File: src/rtl/sssf_pkg.sv
// ----------------------------------------------------------------------------
// sssf_pkg: shared types and constants of the snapshot session controller
// Phase, action and blocker codes, event kinds, stream widths and the
// structures that pass between the decision logic and the result stage.
// ----------------------------------------------------------------------------
package sssf_pkg;

  // Sizes of the stored chunk root and of the chunk counters.
  localparam int ROOT_WORDS    = 4;
  localparam int ROOT_IN_WORDS = 4;
  localparam int COUNT_BITS    = 32;

  // Stream widths; the data widths are whole bytes.
  localparam int IN_DATA_W  = 456;
  localparam int IN_USER_W  = 5;
  localparam int OUT_DATA_W = 232;
  localparam int OUT_USER_W = 4;

  // Event kinds carried in the input tuser field.
  localparam logic [4:0] EV_START    = 5'd0;
  localparam logic [4:0] EV_OFFER    = 5'd1;
  localparam logic [4:0] EV_MANIFEST = 5'd2;
  localparam logic [4:0] EV_ACCEPTED = 5'd3;
  localparam logic [4:0] EV_CHUNK    = 5'd4;
  localparam logic [4:0] EV_REJECT   = 5'd5;
  localparam logic [4:0] EV_COMPLETE = 5'd6;
  localparam logic [4:0] EV_PROOF    = 5'd7;
  localparam logic [4:0] EV_FAIL     = 5'd8;
  localparam logic [4:0] EV_LOST     = 5'd9;
  localparam logic [4:0] EV_TIMEOUT  = 5'd10;
  localparam logic [4:0] EV_STOP     = 5'd11;

  typedef enum logic [2:0] {
    PH_IDLE    = 3'd0,
    PH_NEG     = 3'd1,
    PH_RECV    = 3'd2,
    PH_VERIFY  = 3'd3,
    PH_STAGED  = 3'd4,
    PH_CONTAIN = 3'd5,
    PH_FAILED  = 3'd6
  } phase_e;

  typedef enum logic [3:0] {
    ACT_NONE    = 4'd0,
    ACT_STORE   = 4'd1,
    ACT_RESET   = 4'd2,
    ACT_BEGIN   = 4'd3,
    ACT_APPLY   = 4'd4,
    ACT_PENAL   = 4'd5,
    ACT_VERIFY  = 4'd6,
    ACT_STAGE   = 4'd7,
    ACT_CONTAIN = 4'd8,
    ACT_FAIL    = 4'd9
  } action_e;

  typedef enum logic [2:0] {
    BLK_NONE      = 3'd0,
    BLK_PROOF     = 3'd1,
    BLK_PEER_LOST = 3'd2,
    BLK_TIMEOUT   = 3'd3,
    BLK_CONTAINED = 3'd4
  } blocker_e;

  // One input event as held in the input register.
  typedef struct packed {
    logic [4:0]                         mode;
    logic [63:0]                        session_tag;
    logic [63:0]                        peer_tag;
    logic [31:0]                        offer_height;
    logic [31:0]                        offer_chunk_total;
    logic                               manifest_accept;
    logic                               proof_passed;
    logic [ROOT_IN_WORDS-1:0][63:0]     root;
  } event_t;

  // Session state kept between events.
  typedef struct packed {
    phase_e                             phase;
    logic [63:0]                        session;
    logic [63:0]                        peer;
    logic [31:0]                        height;
    logic [COUNT_BITS-1:0]              total;
    logic [COUNT_BITS-1:0]              received;
    logic [ROOT_WORDS-1:0][63:0]        root;
    logic                               proven;
  } state_t;

  // Everything the result stage needs to present the results of one event.
  typedef struct packed {
    phase_e                             phase;
    action_e                            act0;
    action_e                            act1;
    logic                               two;
    blocker_e                           blocker;
    logic                               blocker_valid;
    logic [63:0]                        session;
    logic [63:0]                        peer;
    logic [31:0]                        height;
    logic [31:0]                        total;
    logic [31:0]                        received;
    logic                               proven;
  } record_t;

endpackage

File: src/rtl/sssf_decide.sv
// ----------------------------------------------------------------------------
// sssf_decide: event decision and state update
// Works out, from the current session state and one event, the state after
// the event and the record of the one or two results that it gives.
// ----------------------------------------------------------------------------
module sssf_decide (
  input  sssf_pkg::state_t  state_i,
  input  sssf_pkg::event_t  event_i,
  output sssf_pkg::state_t  state_o,
  output sssf_pkg::record_t record_o
);
  import sssf_pkg::*;

  logic [ROOT_WORDS-1:0][63:0] ev_root;
  logic                        root_set;
  logic                        root_same;
  logic                        stale;
  logic                        live;
  phase_e                      next_ph;
  logic [1:0]                  act_cnt;
  action_e                     act0;
  action_e                     act1;
  blocker_e                    blk;
  logic                        blk_valid;
  state_t                      nx;
  logic [63:0]                 total_ext;
  logic [63:0]                 recv_ext;

  // Event root widened to the stored root; missing words read as zero.
  always_comb begin
    for (int i = 0; i < ROOT_WORDS; i++) begin
      ev_root[i] = (i < ROOT_IN_WORDS) ? event_i.root[i % ROOT_IN_WORDS] : 64'd0;
    end
  end

  // Compare the stored root with the event root, word by word.
  always_comb begin
    root_set  = 1'b0;
    root_same = 1'b1;
    for (int i = 0; i < ROOT_WORDS; i++) begin
      if (state_i.root[i] != 64'd0) root_set = 1'b1;
      if (state_i.root[i] != ev_root[i]) root_same = 1'b0;
    end
  end

  // Events for another stored session and foreign chunks are ignored.
  assign stale = ((state_i.session != 64'd0) && (state_i.session != event_i.session_tag)) ||
                 ((event_i.mode == EV_CHUNK) && root_set && !root_same);

  assign live = (state_i.phase == PH_NEG) || (state_i.phase == PH_RECV) ||
                (state_i.phase == PH_VERIFY);

  // Phase transition and the actions it calls for.
  always_comb begin
    next_ph   = state_i.phase;
    act_cnt   = 2'd0;
    act0      = ACT_NONE;
    act1      = ACT_NONE;
    blk       = BLK_NONE;
    blk_valid = 1'b0;
    if ((state_i.phase > PH_FAILED) || (event_i.mode > EV_STOP)) begin
      next_ph = state_i.phase;
    end else if (event_i.mode == EV_STOP) begin
      next_ph = PH_IDLE;
    end else if (live && (event_i.mode >= EV_FAIL) && (event_i.mode <= EV_TIMEOUT)) begin
      next_ph   = PH_FAILED;
      act_cnt   = 2'd1;
      act0      = ACT_FAIL;
      blk       = blocker_e'(3'(event_i.mode - EV_PROOF));
      blk_valid = 1'b1;
    end else begin
      case (state_i.phase)
        PH_IDLE: begin
          if (event_i.mode == EV_START) begin
            next_ph = PH_NEG;
          end else if ((event_i.mode == EV_OFFER) ||
                       ((event_i.mode == EV_MANIFEST) && event_i.manifest_accept)) begin
            next_ph = PH_NEG;
            act_cnt = 2'd1;
            act0    = ACT_STORE;
          end
        end
        PH_NEG: begin
          if ((event_i.mode == EV_OFFER) ||
              ((event_i.mode == EV_MANIFEST) && event_i.manifest_accept)) begin
            act_cnt = 2'd1;
            act0    = ACT_STORE;
          end else if (event_i.mode == EV_ACCEPTED) begin
            next_ph = PH_RECV;
            act_cnt = 2'd2;
            act0    = ACT_RESET;
            act1    = ACT_BEGIN;
          end
        end
        PH_RECV: begin
          if (event_i.mode == EV_CHUNK) begin
            act_cnt = 2'd1;
            act0    = ACT_APPLY;
          end else if (event_i.mode == EV_REJECT) begin
            act_cnt = 2'd1;
            act0    = ACT_PENAL;
          end else if (event_i.mode == EV_COMPLETE) begin
            next_ph = PH_VERIFY;
            act_cnt = 2'd1;
            act0    = ACT_VERIFY;
          end
        end
        PH_VERIFY: begin
          if (event_i.mode == EV_PROOF) begin
            act_cnt = 2'd1;
            if (event_i.proof_passed) begin
              next_ph = PH_STAGED;
              act0    = ACT_STAGE;
            end else begin
              next_ph   = PH_FAILED;
              act0      = ACT_FAIL;
              blk       = BLK_PROOF;
              blk_valid = 1'b1;
            end
          end
        end
        PH_STAGED, PH_CONTAIN: begin
          if ((event_i.mode == EV_START) || (event_i.mode == EV_OFFER) ||
              (event_i.mode == EV_ACCEPTED) || (event_i.mode == EV_CHUNK) ||
              (event_i.mode == EV_COMPLETE) || (event_i.mode == EV_PROOF)) begin
            next_ph   = PH_CONTAIN;
            act_cnt   = 2'd1;
            act0      = ACT_CONTAIN;
            blk       = BLK_CONTAINED;
            blk_valid = 1'b1;
          end
        end
        default: begin
          next_ph = state_i.phase;
        end
      endcase
    end
  end

  // State after the event: adoption, action effects, then the clear on idle.
  always_comb begin
    nx = state_i;
    if (!stale) begin
      nx.phase = next_ph;
      if ((state_i.session == 64'd0) && (state_i.phase == PH_IDLE) &&
          (next_ph != PH_IDLE)) begin
        nx.session = event_i.session_tag;
        nx.peer    = event_i.peer_tag;
      end
      if ((act_cnt != 2'd0) && (act0 == ACT_STORE)) begin
        nx.height   = event_i.offer_height;
        nx.total    = COUNT_BITS'({32'd0, event_i.offer_chunk_total});
        nx.received = '0;
        nx.root     = ev_root;
        nx.proven   = 1'b0;
      end
      if ((act_cnt != 2'd0) && (act0 == ACT_RESET)) begin
        nx.received = '0;
      end
      if ((act_cnt != 2'd0) && (act0 == ACT_APPLY) && (state_i.received < state_i.total)) begin
        nx.received = state_i.received + COUNT_BITS'(1);
      end
      if ((act_cnt != 2'd0) && (act0 == ACT_STAGE)) begin
        nx.proven = 1'b1;
      end
      if ((next_ph == PH_IDLE) && (state_i.phase != PH_IDLE)) begin
        nx = '0;
      end
    end
  end

  assign state_o   = nx;
  assign total_ext = 64'(nx.total);
  assign recv_ext  = 64'(nx.received);

  // Result record: the state after the step and the action codes.
  always_comb begin
    record_o.phase         = nx.phase;
    record_o.act0          = (stale || (act_cnt == 2'd0)) ? ACT_NONE : act0;
    record_o.act1          = act1;
    record_o.two           = !stale && (act_cnt == 2'd2);
    record_o.blocker       = stale ? BLK_NONE : blk;
    record_o.blocker_valid = !stale && blk_valid;
    record_o.session       = nx.session;
    record_o.peer          = nx.peer;
    record_o.height        = nx.height;
    record_o.total         = total_ext[31:0];
    record_o.received      = recv_ext[31:0];
    record_o.proven        = nx.proven;
  end

endmodule

File: src/rtl/sssf_out_stage.sv
// ----------------------------------------------------------------------------
// sssf_out_stage: result register and serialiser
// Holds the record of one event and presents its one or two results on the
// output stream, one transfer per result.
// ----------------------------------------------------------------------------
module sssf_out_stage (
  input  logic                                clk_i,
  input  logic                                rst_ni,
  input  logic                                load_i,
  input  sssf_pkg::record_t                   record_i,
  output logic                                free_o,
  output logic                                m_axis_tvalid_o,
  input  logic                                m_axis_tready_i,
  // tdata, lowest bit up: phase_out, blocker_code, blocker_valid, session_out,
  // peer_out, height_out, total_out, received_out, proven_out
  output logic [sssf_pkg::OUT_DATA_W-1:0]     m_axis_tdata_o,
  // tuser: action_code
  output logic [sssf_pkg::OUT_USER_W-1:0]     m_axis_tuser_o,
  output logic                                m_axis_tlast_o
);
  import sssf_pkg::*;

  record_t rec_q;
  logic    valid_q;
  logic    idx_q;
  logic    last;
  logic    xfer;

  assign last   = !rec_q.two || idx_q;
  assign xfer   = valid_q && m_axis_tready_i;
  assign free_o = !valid_q || (xfer && last);

  // Record payload, loaded when a held event moves into the free slot.
  always_ff @(posedge clk_i) begin
    if (load_i) begin
      rec_q <= record_i;
    end
  end

  // Slot occupancy and result index.
  always_ff @(posedge clk_i or negedge rst_ni) begin
    if (!rst_ni) begin
      valid_q <= 1'b0;
      idx_q   <= 1'b0;
    end else if (load_i) begin
      valid_q <= 1'b1;
      idx_q   <= 1'b0;
    end else if (xfer && last) begin
      valid_q <= 1'b0;
      idx_q   <= 1'b0;
    end else if (xfer) begin
      idx_q   <= 1'b1;
    end
  end

  // Output stream fields.
  assign m_axis_tvalid_o = valid_q;
  assign m_axis_tlast_o  = last;
  assign m_axis_tuser_o  = idx_q ? rec_q.act1 : rec_q.act0;
  assign m_axis_tdata_o  = {rec_q.proven, rec_q.received, rec_q.total, rec_q.height,
                            rec_q.peer, rec_q.session, rec_q.blocker_valid,
                            rec_q.blocker, rec_q.phase};

endmodule

File: src/rtl/snapshot_sync_session_fsm.sv
// ----------------------------------------------------------------------------
// snapshot_sync_session_fsm: snapshot-download session controller
// Path: an event passes the input register and then the result register, which
//   offers its first result.
// Throughput: one event per cycle when it gives one result and the output is
//   ready; an event with two results holds the single result register until
//   its second result is taken.
// Reset: asynchronous and active low; the phase returns to idle and all session
//   state, the stored root and both stream stages are cleared.
// ----------------------------------------------------------------------------
module snapshot_sync_session_fsm (
  input  logic                                clk_i,
  input  logic                                rst_ni,
  input  logic                                s_axis_tvalid_i,
  output logic                                s_axis_tready_o,
  // tdata, lowest bit up: session_tag, peer_tag, offer_height,
  // offer_chunk_total, manifest_accept, proof_passed, root_word0..root_word3
  input  logic [sssf_pkg::IN_DATA_W-1:0]      s_axis_tdata_i,
  // tuser: mode
  input  logic [sssf_pkg::IN_USER_W-1:0]      s_axis_tuser_i,
  output logic                                m_axis_tvalid_o,
  input  logic                                m_axis_tready_i,
  // tdata, lowest bit up: phase_out, blocker_code, blocker_valid, session_out,
  // peer_out, height_out, total_out, received_out, proven_out
  output logic [sssf_pkg::OUT_DATA_W-1:0]     m_axis_tdata_o,
  // tuser: action_code
  output logic [sssf_pkg::OUT_USER_W-1:0]     m_axis_tuser_o,
  output logic                                m_axis_tlast_o
);
  import sssf_pkg::*;

  event_t  ev_q;
  event_t  ev_d;
  logic    in_valid_q;
  logic    advance;
  logic    free;
  state_t  state_q;
  state_t  state_d;
  record_t record;

  // Unpack the input transfer.
  always_comb begin
    ev_d.mode              = s_axis_tuser_i;
    ev_d.session_tag       = s_axis_tdata_i[63:0];
    ev_d.peer_tag          = s_axis_tdata_i[127:64];
    ev_d.offer_height      = s_axis_tdata_i[159:128];
    ev_d.offer_chunk_total = s_axis_tdata_i[191:160];
    ev_d.manifest_accept   = s_axis_tdata_i[192];
    ev_d.proof_passed      = s_axis_tdata_i[193];
    for (int i = 0; i < ROOT_IN_WORDS; i++) begin
      ev_d.root[i] = s_axis_tdata_i[194 + 64*i +: 64];
    end
  end

  // The held event moves on once the result register can take its record.
  assign advance         = in_valid_q && free;
  assign s_axis_tready_o = !in_valid_q || advance;

  // Input register payload.
  always_ff @(posedge clk_i) begin
    if (s_axis_tvalid_i && s_axis_tready_o) begin
      ev_q <= ev_d;
    end
  end

  // Input register occupancy.
  always_ff @(posedge clk_i or negedge rst_ni) begin
    if (!rst_ni) begin
      in_valid_q <= 1'b0;
    end else if (s_axis_tready_o) begin
      in_valid_q <= s_axis_tvalid_i;
    end
  end

  sssf_decide u_decide (
    .state_i  (state_q),
    .event_i  (ev_q),
    .state_o  (state_d),
    .record_o (record)
  );

  // Session state, updated as each event is decided.
  always_ff @(posedge clk_i or negedge rst_ni) begin
    if (!rst_ni) begin
      state_q <= '0;
    end else if (advance) begin
      state_q <= state_d;
    end
  end

  sssf_out_stage u_out_stage (
    .clk_i           (clk_i),
    .rst_ni          (rst_ni),
    .load_i          (advance),
    .record_i        (record),
    .free_o          (free),
    .m_axis_tvalid_o (m_axis_tvalid_o),
    .m_axis_tready_i (m_axis_tready_i),
    .m_axis_tdata_o  (m_axis_tdata_o),
    .m_axis_tuser_o  (m_axis_tuser_o),
    .m_axis_tlast_o  (m_axis_tlast_o)
  );

  // The second result of an event always follows its first.
  assert property (@(posedge clk_i) disable iff (!rst_ni)
    (m_axis_tvalid_o && !m_axis_tlast_o) |=> m_axis_tvalid_o)
    else $error("second result of an event was dropped");

  // Events that raise a blocker give a single result.
  assert property (@(posedge clk_i) disable iff (!rst_ni)
    (m_axis_tvalid_o && m_axis_tdata_o[6]) |-> m_axis_tlast_o)
    else $error("blocker raised on a two-result event");

  // The received count never passes the chunk total.
  assert property (@(posedge clk_i) disable iff (!rst_ni)
    state_q.received <= state_q.total)
    else $error("received count above chunk total");

  // An idle controller holds no session.
  assert property (@(posedge clk_i) disable iff (!rst_ni)
    (state_q.phase == PH_IDLE) |-> (state_q.session == 64'd0))
    else $error("session kept while idle");

endmodule
File: config.mk
export PLATFORM = sky130hd
export DESIGN_NAME = snapshot_sync_session_fsm
export DESIGN_NICKNAME = d
export VERILOG_FILES = /design/src/rtl/sssf_pkg.sv /design/src/rtl/sssf_decide.sv /design/src/rtl/sssf_out_stage.sv /design/src/rtl/snapshot_sync_session_fsm.sv
export SDC_FILE = /design/constraint.sdc
export NUM_CORES = 2
export LEC_CHECK = 0
export BUFFER_PORTS_ARGS = -buffer_cell sky130_fd_sc_hd__buf_4
export CORE_ASPECT_RATIO = 2
export CORE_UTILIZATION = 45
export DETAILED_ROUTE_END_ITERATION = 10
export GPL_TIMING_DRIVEN = 1
export PLACE_DENSITY = 0.65
export SYNTH_ARGS = -nofsm -noshare
export SYNTH_HDL_FRONTEND = slang
export SYNTH_SLANG_ARGS = --single-unit
export TNS_END_PERCENT = 1
File: constraint.sdc
create_clock -name clk_i -period 15.9 [get_ports clk_i]
set_clock_uncertainty 0.05 [all_clocks]
set_input_delay 4.77 -clock clk_i [delete_from_list [all_inputs] [get_ports clk_i]]
set_output_delay 4.77 -clock clk_i [all_outputs]
set_load 0.005 [all_outputs]
==> summary.txt <==
Worst setup path
  – Kind of cell adding the most delay to the critical path: buffers and inverters
  – Total buffers and inverters traversed by the critical path: 2
  – Crit path kind: input port to output pin
  – Critical Path Sink Type: output pin
  – CP most frequent cell: buf_4
  – Maximum fanout along the worst path: 3
  – R2R Path End: state_q[229]
  – Signal arrival time at the worst endpoint: roughly 5200 ps
  – Crit-path cells: buf_4 -> nand2_1 -> nand3_1 -> buf_4
  – CP max stage delay: 160 ps
  – RR Startpoint: state_q[150]
  – Worst reg2reg path depth: 11
  – R2R Setup Slk: just over 9000 ps
  – Critical-path cell with the highest stage delay: buf_4
  – Critical Path Source Type: input port
  – Critical Path RT: around 11,000 ps

Synth
  – Sequential area share after synthesis: around two thirds
  – Syn Nets: 3,928
  – Commonest register cell after synthesis: edfxtp_1
  – Post-synth EDFFs: 693
  – Synth Warn #: 0
  – Distinct cells, synth: slightly below 80
  – Synthesized area: ~49,000 um2
  – Ys async rst share: around two fifths
  – Cells after Synth: ~3,400
  – Syn_area_per_cell: around 14 um2
  – Synth Register Bits: roughly 1,200

Clock tree
  – Clock Pin Slew Worst Setup and Hold Paths: roughly 70 ps
  – Worst skew pair latency: between 700 and 800 ps
  – # Post-CTS Setup Buffers: 0
  – CTS tree: built
  – Clk sink count: approximately 1,200
  – CTS Buf Count: 105
  – CTS Buffer Depth: 3
  – CTS resizes: 0
  – Hold_buf cts: 0
  – H-tree levels: 3
  – CTS root buf: clkbuf_16

Routing
  – Drt initial violations: approximately 2,500
  – Metal1 wirelength: approximately 55 mm
  – DR top layer: met5
  – Drc violations: 0
  – Detailed-route via count: between 30,000 and 40,000
  – DRT antenna net count: 0
  – Final WL: 157 mm
  – Routed length on met3: about 11 mm
  – WL/cell: around 30 um
  – 1st-pass router iterations: 6
  – Detailed-routed wire length on met2: roughly 77 mm
  – Vias per cell: ~5.8

Floorplan
  – Die area: 110,000 um2
  – Top-level port count: roughly 700
  – Core region area: 107,000 um2
  – Chip Height: ~470 um
  – Placement row count: between 150 and 200
  – Initial core utilization: 45.4%
  – Die W: 235 um

Global route
  – First-pass GRT wire length: 221 mm
  – Total grt overflow: 0
  – GRT Overall Usage: roughly 28%
  – Vias in the first global route: between 30,000 and 40,000
  – Initial antenna violation count: 35
  – Largest net degree at the start of global routing: roughly 180

Cells and area
  – Syn-to-layout area delta: 17.4%
  – Fin area: about 57,000 um2
  – Final net count: roughly 4,400
  – Commonest non-fill, non-tap cells in the layout: buf_4 (740), edfxtp_1 (693), a22o_1 (515)
  – Commonest non-fill, non-tap cell in the layout: buf_4
  – Share of cells above drive strength 1: 24.4%

Place
  – IO Port Bufs: around 700
  – Final GP Congestion: 0.984
  – HPWL Detailed: around 110 mm
  – Area after DPL: 53,500 um2

Timing
  – Final hold viol count: 0
  – Achievable frequency: 99.5 MHz
  – RSZ-0062 raised after global routing: no
  – Slew headroom: 6.18%
  – Final cycle utilization of the critical path: a little over three fifths
  – Pin slew with the least headroom to its limit: between 1000 and 1500 ps
  – Endpoints failing setup: 0
  – Setup total negative slack: 0 ps
  – Final slew viol count: 0
  – Tmin final: 10,050 ps

Worst hold path
  – Hold path endpoint: state_q[318]
  – HP Start: ev_q[287]
  – Hold Path Depth: 1
  – Worst hold-check path type: flop to flop

Outcome
  – Outcome: completed

Pwr
  – Worst VDD drop: approximately 0.10 mV
  – LEAKAGE: 23.9 nW
  – Power Density: between 100 and 150 nW/um2
  – Final Power: 6.74 mW

Flow run
  – Max Cap Violations: 0
==> per-stage QoR <==
step | setup slack [ps] | hold WS (ps) | cells | utilization [%]
after floorplan | 4370 | 398 | 3427 | -
after global placement | 5850 | 414 | 5145 | 49.8
after detailed placement | 5850 | 428 | 5145 | 49.8
after CTS | 5850 | 443 | 5343 | 53.3
after global routing | 5800 | 461 | 5359 | 53.3
final | 5850 | 438 | 5367 | 53.3
==> logic make-up (layout without fill, tap and decap cells) <==
logic type                 Yosys count  after routing  synth area share [%]
DFF                               1180           1180                  67.7
AOI/OAI and AO/OA                  829            829                  13.1
and+or+nand+nor                    594            594                  6.45
buffers and inverters              461           1001                  5.90
xor gates and xnor gates           317            317                  5.69
adders and majority gates           36             36                 0.924
muxes                               10             10                 0.239
other                                0             24                     0
==> worst max-delay path by stage <==
stage | start | to | cells past startpoint
6_report | m_axis_tready_i | s_axis_tready_o | 4
5_1_grt | m_axis_tready_i | s_axis_tready_o | 4
2_1_floorplan | m_axis_tready_i | state_q[470] | 8
4_1_cts | m_axis_tready_i | s_axis_tready_o | 4
3_5_place_dp | m_axis_tready_i | s_axis_tready_o | 4
3_3_place_gp | m_axis_tready_i | s_axis_tready_o | 4
==> area by class of cell <==
cell class	instances	area [um2]
antenna	24	60.1
clock buffer	135	2900
clock inverter	63	768
fill	8962	50100
inverter	59	229
multi-input combinational	1786	13000
sequential	1180	33000
tap	1376	1720
timing repair buffer	744	5630
==> routing by layer <==
layer | vias to the layer above | GRT usage [%]
met5 | - | 0
met4 | 30 | 21.8
met3 | 337 | 6.76
met2 | 1403 | 47.4
met1 | 15500 | 31.2
li1 | 13700 | -
==> Yosys cell counts, types with 4 or more instances <==
library cell | instances | area [um2]
a21oi_1 | 154 | 771
a22o_1 | 515 | 4510
a31oi_1 | 13 | 81.3
and2_1 | 13 | 81.3
and3_1 | 11 | 68.8
and4_1 | 4 | 35.0
buf_2 | 91 | 455
buf_4 | 273 | 2050
clkbuf_1 | 34 | 128
dfrtp_1 | 487 | 12200
edfxtp_1 | 693 | 20800
ha_1 | 36 | 450
inv_1 | 57 | 214
mux2_2 | 9 | 101
nand2_1 | 82 | 308
nand2b_1 | 6 | 37.5
nand3_1 | 48 | 240
nand4_1 | 86 | 538
nand4b_1 | 4 | 35.0
nor2_1 | 159 | 597
nor2b_1 | 6 | 37.5
nor3_1 | 7 | 35.0
nor4_1 | 138 | 863
o211ai_1 | 7 | 52.6
o21ai_0 | 42 | 210
o21ai_1 | 10 | 50.1
o22ai_1 | 4 | 25.0
o311ai_0 | 6 | 52.6
o311ai_1 | 12 | 105
o31ai_1 | 30 | 225
or2_2 | 5 | 31.3
xnor2_1 | 160 | 1400
xor2_1 | 157 | 1380
==> where the power goes <==
part / switching, mW / internal [mW] / total (mW)
Clock: 1.21 / 1.50 / 2.71
Combinational: 0.280 / 0.188 / 0.468
Sequential: 0.0969 / 3.46 / 3.56
==> worst register-to-register path: cells and delay by family (launching register included) <==
kind | cells | cell delay (ps)
flops | 1 | 410
compound gates | 2 | 1010
buf+inv | 2 | 1390
simple gates | 6 | 3060
xor+xnor | 1 | 610
==> state kept, by name, indices dropped and copies added (netlist names) <==
name and count:
u_out_stage.rec_q 6, state_q 484, in_valid_q 1, u_out_stage.m_axis_tdata_o 232, u_out_stage.idx_q 1, ev_q 455
u_out_stage.m_axis_tvalid_o 1
Note: power is estimated with default switching activity, not from simulation.
